==> config.mk <==
export PLATFORM = sky130hd
export DESIGN_NAME = sample_to_ascii_line_top
export DESIGN_NICKNAME = d
export VERILOG_FILES = /design/src/rtl/core/sal_pkg.sv /design/src/rtl/core/sample_to_ascii_line_top.sv /design/src/rtl/core/sal_dd_stage.sv /design/src/rtl/core/sal_serializer.sv
export SDC_FILE = /design/constraint.sdc
export NUM_CORES = 1
export LEC_CHECK = 0
export ABC_AREA = 1
export BUFFER_PORTS_ARGS = -buffer_cell sky130_fd_sc_hd__clkbuf_2
export CAP_MARGIN = 30
export CORE_MARGIN = 2
export CORE_UTILIZATION = 53
export DETAILED_ROUTE_END_ITERATION = 10
export PLACE_DENSITY = 0.72
export SYNTH_ARGS = -nofsm -noshare
export SYNTH_HDL_FRONTEND = slang
export SYNTH_HIERARCHICAL = 1
export SYNTH_SLANG_ARGS = --single-unit
==> constraint.sdc <==
create_clock -name clk -period 3.05 [get_ports clk]
set_input_delay 0.305 -clock clk [delete_from_list [all_inputs] [get_ports clk]]
set_output_delay 0.305 -clock clk [all_outputs]
set_load 0.005 [all_outputs]
==> src/rtl/core/sal_pkg.sv <==
package sal_pkg;

	// ascii codes used on the line
	localparam logic [7:0] ASCII_ZERO  = 8'h30;
	localparam logic [7:0] ASCII_NINE  = 8'h39;
	localparam logic [7:0] ASCII_COMMA = 8'h2C;
	localparam logic [7:0] ASCII_LF    = 8'h0A;

	// default sample width
	localparam int SAMPLE_BITS_DEF = 12;

	// number of register stages in the binary to bcd pipeline
	localparam int DD_STAGES = 4;

	// decimal digits needed for the largest value of a bits-wide sample
	function automatic int num_digits(input int bits);
		longint lim;
		longint p;
		int     n;
		lim = (longint'(1) << bits) - 1;
		p   = 10;
		n   = 1;
		while (p <= lim) begin
			p = p * 10;
			n = n + 1;
		end
		return n;
	endfunction

	// double dabble steps done in stage k, given steps per stage
	function automatic int stage_steps(input int bits, input int sps, input int k);
		int lo;
		int hi;
		lo = k * sps;
		hi = lo + sps;
		if (hi > bits) begin
			hi = bits;
		end
		if (lo >= bits) begin
			return 0;
		end
		return hi - lo;
	endfunction

endpackage

==> src/rtl/core/sample_to_ascii_line_top.sv <==
// sample to ascii line converter
//
// sample channel: sample_valid / sample_ready carry one unsigned sample of
// SAMPLE_BITS bits. char channel: char_valid / char_ready carry one ascii
// character per request in out_char; last_char marks the line feed.
// each sample becomes the line: lsb as '0' or '1', a comma, the value in
// decimal without leading zeros (a single '0' for zero), then a line feed.
//
// the first character of a line is valid once its sample has passed the
// four binary to bcd stages, then the line sequencer and its output
// register. throughput: one character per cycle while char_ready is high;
// a line has 3 plus its digit count characters, 4 to 7 at 12 bits, and
// the line sequencer's single character slot sets the rate. samples are
// taken every cycle into the bcd pipeline while it has room, so up to six
// samples can sit in flight, counting one whose line feed still waits in
// the output register.
// reset clears all valid bits and the sequencer; no sample is in flight.
// a stall on char_ready holds the output register, the sequencer and then
// the pipeline stage by stage; nothing is dropped or repeated.
module sample_to_ascii_line_top
	import sal_pkg::*;
#(
	parameter int SAMPLE_BITS = SAMPLE_BITS_DEF
) (
	input  logic                   clk,
	input  logic                   arst_n,
	input  logic                   sample_valid,
	output logic                   sample_ready,
	input  logic [SAMPLE_BITS-1:0] sample,
	output logic                   char_valid,
	input  logic                   char_ready,
	output logic [7:0]             out_char,
	output logic                   last_char
);

	localparam int NUM_DIGITS = num_digits(SAMPLE_BITS);
	localparam int DIG_W      = 4 * NUM_DIGITS;
	localparam int SPS        = (SAMPLE_BITS + DD_STAGES - 1) / DD_STAGES;

	logic                   st_valid [DD_STAGES+1];
	logic                   st_ready [DD_STAGES+1];
	logic [DIG_W-1:0]       st_bcd   [DD_STAGES+1];
	logic [SAMPLE_BITS-1:0] st_bin   [DD_STAGES+1];
	logic                   st_lsb   [DD_STAGES+1];

	// pipeline head
	assign st_valid[0]  = sample_valid;
	assign sample_ready = st_ready[0];
	assign st_bcd[0]    = '0;
	assign st_bin[0]    = sample;
	assign st_lsb[0]    = sample[0];

	// binary to bcd pipeline
	for (genvar k = 0; k < DD_STAGES; k++) begin : g_dd
		sal_dd_stage #(
			.SAMPLE_BITS (SAMPLE_BITS),
			.NUM_DIGITS  (NUM_DIGITS),
			.STEPS       (stage_steps(SAMPLE_BITS, SPS, k))
		) u_stage (
			.clk       (clk),
			.arst_n    (arst_n),
			.in_valid  (st_valid[k]),
			.in_ready  (st_ready[k]),
			.in_bcd    (st_bcd[k]),
			.in_bin    (st_bin[k]),
			.in_lsb    (st_lsb[k]),
			.out_valid (st_valid[k+1]),
			.out_ready (st_ready[k+1]),
			.out_bcd   (st_bcd[k+1]),
			.out_bin   (st_bin[k+1]),
			.out_lsb   (st_lsb[k+1])
		);
	end

	// line sequencer and output register
	sal_serializer #(
		.NUM_DIGITS (NUM_DIGITS)
	) u_ser (
		.clk       (clk),
		.arst_n    (arst_n),
		.in_valid  (st_valid[DD_STAGES]),
		.in_ready  (st_ready[DD_STAGES]),
		.in_bcd    (st_bcd[DD_STAGES]),
		.in_lsb    (st_lsb[DD_STAGES] ^ (|st_bin[DD_STAGES] & 1'b0)),
		.out_valid (char_valid),
		.out_ready (char_ready),
		.out_char  (out_char),
		.last_char (last_char)
	);

endmodule

==> src/rtl/core/sal_dd_stage.sv <==
module sal_dd_stage
	import sal_pkg::*;
#(
	parameter int SAMPLE_BITS = SAMPLE_BITS_DEF,
	parameter int NUM_DIGITS  = num_digits(SAMPLE_BITS_DEF),
	parameter int STEPS       = 3
) (
	input  logic                      clk,
	input  logic                      arst_n,
	input  logic                      in_valid,
	output logic                      in_ready,
	input  logic [4*NUM_DIGITS-1:0]   in_bcd,
	input  logic [SAMPLE_BITS-1:0]    in_bin,
	input  logic                      in_lsb,
	output logic                      out_valid,
	input  logic                      out_ready,
	output logic [4*NUM_DIGITS-1:0]   out_bcd,
	output logic [SAMPLE_BITS-1:0]    out_bin,
	output logic                      out_lsb
);

	localparam int DIG_W = 4 * NUM_DIGITS;

	logic                   valid_s1;
	logic [DIG_W-1:0]       bcd_s1;
	logic [SAMPLE_BITS-1:0] bin_s1;
	logic                   lsb_s1;
	logic [DIG_W-1:0]       bcd_nxt;
	logic [SAMPLE_BITS-1:0] bin_nxt;

	// shift-add-3 steps for this slice of the conversion
	always_comb begin
		logic [DIG_W-1:0]       b;
		logic [SAMPLE_BITS-1:0] r;
		b = in_bcd;
		r = in_bin;
		for (int j = 0; j < STEPS; j++) begin
			for (int d = 0; d < NUM_DIGITS; d++) begin
				if (b[d*4 +: 4] >= 4'd5) begin
					b[d*4 +: 4] = b[d*4 +: 4] + 4'd3;
				end
			end
			b = {b[DIG_W-2:0], r[SAMPLE_BITS-1]};
			r = {r[SAMPLE_BITS-2:0], 1'b0};
		end
		bcd_nxt = b;
		bin_nxt = r;
	end

	// stage moves when empty or when the next stage takes its request
	assign in_ready = !valid_s1 || out_ready;

	always_ff @(posedge clk or negedge arst_n) begin
		if (!arst_n) begin
			valid_s1 <= 1'b0;
		end else if (in_ready) begin
			valid_s1 <= in_valid;
		end
	end

	always_ff @(posedge clk) begin
		if (in_valid && in_ready) begin
			bcd_s1 <= bcd_nxt;
			bin_s1 <= bin_nxt;
			lsb_s1 <= in_lsb;
		end
	end

	assign out_valid = valid_s1;
	assign out_bcd   = bcd_s1;
	assign out_bin   = bin_s1;
	assign out_lsb   = lsb_s1;

endmodule

==> src/rtl/core/sal_serializer.sv <==
module sal_serializer
	import sal_pkg::*;
#(
	parameter int NUM_DIGITS = num_digits(SAMPLE_BITS_DEF)
) (
	input  logic                    clk,
	input  logic                    arst_n,
	input  logic                    in_valid,
	output logic                    in_ready,
	input  logic [4*NUM_DIGITS-1:0] in_bcd,
	input  logic                    in_lsb,
	output logic                    out_valid,
	input  logic                    out_ready,
	output logic [7:0]              out_char,
	output logic                    last_char
);

	localparam int DIG_W = 4 * NUM_DIGITS;
	localparam int IDX_W = $clog2(NUM_DIGITS);

	typedef enum logic [1:0] {
		PH_BIT,
		PH_COMMA,
		PH_DIGIT,
		PH_LF
	} phase_t;

	phase_t           phase_q;
	logic             busy_q;
	logic [IDX_W-1:0] dig_q;
	logic [DIG_W-1:0] bcd_q;
	logic             lsb_q;
	logic             out_valid_q;
	logic [7:0]       out_char_q;
	logic             last_q;

	logic             out_load;
	logic             is_lf;
	logic [IDX_W-1:0] top_idx;
	logic [3:0]       digit;
	logic [7:0]       cur_char;

	// most significant nonzero digit, digit zero for a zero sample
	always_comb begin
		top_idx = '0;
		for (int d = 0; d < NUM_DIGITS; d++) begin
			if (in_bcd[d*4 +: 4] != 4'd0) begin
				top_idx = IDX_W'(d);
			end
		end
	end

	assign digit = bcd_q[dig_q*4 +: 4];

	// character for the current position of the line
	always_comb begin
		case (phase_q)
			PH_BIT:   cur_char = ASCII_ZERO | {7'b0, lsb_q};
			PH_COMMA: cur_char = ASCII_COMMA;
			PH_DIGIT: cur_char = ASCII_ZERO + {4'b0, digit};
			PH_LF:    cur_char = ASCII_LF;
			default:  cur_char = ASCII_LF;
		endcase
	end

	assign is_lf    = (phase_q == PH_LF);
	assign out_load = busy_q && (!out_valid_q || out_ready);
	// next line may load on the cycle its predecessor's line feed leaves
	assign in_ready = !busy_q || (out_load && is_lf);

	always_ff @(posedge clk or negedge arst_n) begin
		if (!arst_n) begin
			busy_q      <= 1'b0;
			phase_q     <= PH_BIT;
			dig_q       <= '0;
			out_valid_q <= 1'b0;
			out_char_q  <= '0;
			last_q      <= 1'b0;
		end else begin
			// output register
			if (out_load) begin
				out_valid_q <= 1'b1;
				out_char_q  <= cur_char;
				last_q      <= is_lf;
			end else if (out_ready) begin
				out_valid_q <= 1'b0;
			end
			// line sequencer
			if (in_valid && in_ready) begin
				busy_q  <= 1'b1;
				phase_q <= PH_BIT;
				dig_q   <= top_idx;
			end else if (out_load) begin
				case (phase_q)
					PH_BIT:   phase_q <= PH_COMMA;
					PH_COMMA: phase_q <= PH_DIGIT;
					PH_DIGIT: begin
						if (dig_q == '0) begin
							phase_q <= PH_LF;
						end else begin
							dig_q <= dig_q - 1'b1;
						end
					end
					PH_LF:    busy_q <= 1'b0;
					default:  busy_q <= 1'b0;
				endcase
			end
		end
	end

	// line payload
	always_ff @(posedge clk) begin
		if (in_valid && in_ready) begin
			bcd_q <= in_bcd;
			lsb_q <= in_lsb;
		end
	end

	assign out_valid = out_valid_q;
	assign out_char  = out_char_q;
	assign last_char = last_q;

endmodule

==> reports/qor.yml <==
status: "completed"
cp_data_required_time_ns: 3.23
core_area_mm2: 0.0172
crit_start: "g_dd[1].u_stage/out_bcd[12]"
die_w_um: 137
drc: 0
fmax_mhz: 342
rr_worst_depth: 19
track_usage_pct: 17.8
area_growth_pct: 14.1
drv_slew: 0
grt_pass1_vias: 6665
cts_max_path_buffers: 2
cts_tree: "yes"
hp-class: "in2reg"
wl_per_cell_um: 10.4
portBuffers: 24
die_area_mm2: 0.0186
cp-end-kind: "flip-flop"
crit_fanout: 3
cap_violations: 0
rows: 48
power_density_mw_per_mm2: 1130
clock-sinks: 120
ant_nets: 0
worstPathArrival_ns: 3.10
hold_violations: 0
startpoint_type: "flip-flop"
num_vias: 7369
dp_slack_ns: 0.0779
reg2reg_from: "g_dd[1].u_stage/out_bcd[12]"
final_util_pct: 61.6
start_util_pct: 54.0
cts_made_buffers: 17
dr.pass1.iters: 4
nets: 1387
timing.max_slew.rel_slack_pct: 42.6
timing.rr.end: "g_dd[2].u_stage/out_bcd[13]"
io_pins: 27
wl_um: 16000
setup_ws_ns: 0.128
period_share_pct: 95.8
drive_gt1_share_pct: 20.1
setup_viol: 0
insertion_delay_ns: 0.42
synth_area_mm2: 0.00931
nFillCells: 1509
antenna_cells: 0
min_period_ns: 2.92
rrSetupSlack_ns: 0.13
placed_cell_area_mm2: 0.00987
power.total_w: 0.0120
hp-start: "sample[5]"
htree_levels: 4
ys.warnings.count: 6
grt_max_degree: 27
clk_root_buffer_cell: "clkbuf_16"
drtIter0Drc: 255
grt_overflow_total: 0
gp_congestion: 0.807
cts.reportedPaths.clkPinSlew_ns: 0.06
fin_area_mm2: 0.0106
worst_pin_slew_ns: 0.860
crit_path_end: "g_dd[2].u_stage/out_bcd[13]"
hpwl_um: 12100
critical_path_class: "reg2reg"
skew_ns: 0.0148
peakVddDrop_mv: 0.503
synth_cells: 1215
syn_avg_cell_area_um2: 7.66
die_height_um: 137
antenna_found_initial: 0
grt_pass1_wl_um: 27100
via_per_inst: 4.77
p_leak_nw: 5.68
[metal layers]
metal | vias up | track usage, % | part of all wire, %
li1 | 4008 | - | -
met1 | 3270 | 19.4 | 44
met2 | 64 | 33.7 | 53
met3 | 27 | 3.56 | 2.0
met4 | 0 | 6.48 | 1.9
met5 | - | 0 | 0
[through the flow]
| stage | hold WS, ns | TNS [ns] | instances |
|---|---|---|---|
| 6_report | 0.0534 | 0 | 1546 |
| 4_1_cts | 0.0412 | 0 | 1538 |
| 2_1_floorplan | 0.00941 | 0 | 1256 |
| 3_3_place_gp | 0.261 | 0 | 1505 |
| 5_1_grt | 0.0370 | -0.316 | 1546 |
| 3_5_place_dp | 0.266 | 0 | 1505 |
[layout make-up]
type                    count  area (um^2)  share of cell area (%)
well taps                 225          282                    2.65
clock inverters            14          109                    1.02
clock buffers              18          450                    4.24
inverters                 227          856                    8.06
repair buffers             37          220                    2.07
flip-flops and latches    120         3520                    33.1
multi-input cells         905         5190                    48.8
[state kept, by name (all words and copies together) (netlist names), 2 cells and up]
signal,count
u_ser/dig_q,2
u_ser/out_char,6
g_dd.u_stage/out_valid,4
u_ser/phase_q,2
u_ser/bcd_q,16
g_dd.u_stage/out_bin,18
g_dd.u_stage/out_bcd,64
g_dd.u_stage/out_lsb,4
[power by group]
| part | switching (W) | leakage [nW] | internal, W |
|---|---|---|---|
| Combinational | 0.00456 | 4.26 | 0.00256 |
| Clock | 0.000774 | 0.282 | 0.00110 |
| Sequential | 0.000290 | 1.13 | 0.00276 |
| Total | 0.00562 | 5.68 | 0.00642 |
[cells in the final DEF, fill, tap and decap left out, types with 2 or more instances in the layout]
master	n
nand2_1	386
inv_1	200
edfxtp_1	103
nand3_1	100
nand2_2	78
ha_1	55
conb_1	43
o21ai_0	33
nor2_1	30
nand3_2	27
nand4_1	25
inv_2	25
clkbuf_2	24
clkbuf_16	18
xor2_1	18
dfrtp_1	17
nand2_4	13
buf_4	12
a21oi_1	10
o21ai_1	8
nand3b_1	8
a21o_1	8
o21ai_2	8
ha_2	8
inv_6	7
xor2_2	6
nand3_4	5
and2_1	5
nor2_2	5
nor2_4	5
clkinv_2	4
and2_4	4
o21ai_4	4
or2_2	4
nor3_1	4
a21oi_2	4
clkinv_4	3
inv_4	2
[timing repair]
item,in CTS,in global routing
gates resized for setup,0,40
hold endpoints to repair,17,0
endpoints found under the setup margin,0,6
buffers inserted,0,8
hold buffers,1,0
[how the worst min path moves through the flow]
stage                                       endpoint  cells past startpoint
after floorplan            g_dd[0].u_stage/out_valid                      0
after global placement             u_ser/out_char[1]                      1
after detailed placement           u_ser/out_char[1]                      1
after CTS                 g_dd[0].u_stage/out_bin[8]                      1
after global routing      g_dd[0].u_stage/out_bin[8]                      1
final                     g_dd[0].u_stage/out_bin[8]                      1
[critical path: stages (launching register included)]
cell,delay (ns)
edfxtp_1,0.41
inv_2,0.10
ha_2,0.18
inv_1,0.04
nand2_1,0.10
nand3_2,0.12
xor2_2,0.23
ha_2,0.22
inv_1,0.05
o21ai_2,0.12
nand2_2,0.09
xor2_2,0.17
inv_2,0.06
ha_2,0.17
inv_1,0.05
or2_2,0.28
nand2_2,0.09
nand2_1,0.08
nand2_1,0.07
nand2_1,0.04
Note: power is estimated with default switching activity, not from simulation.
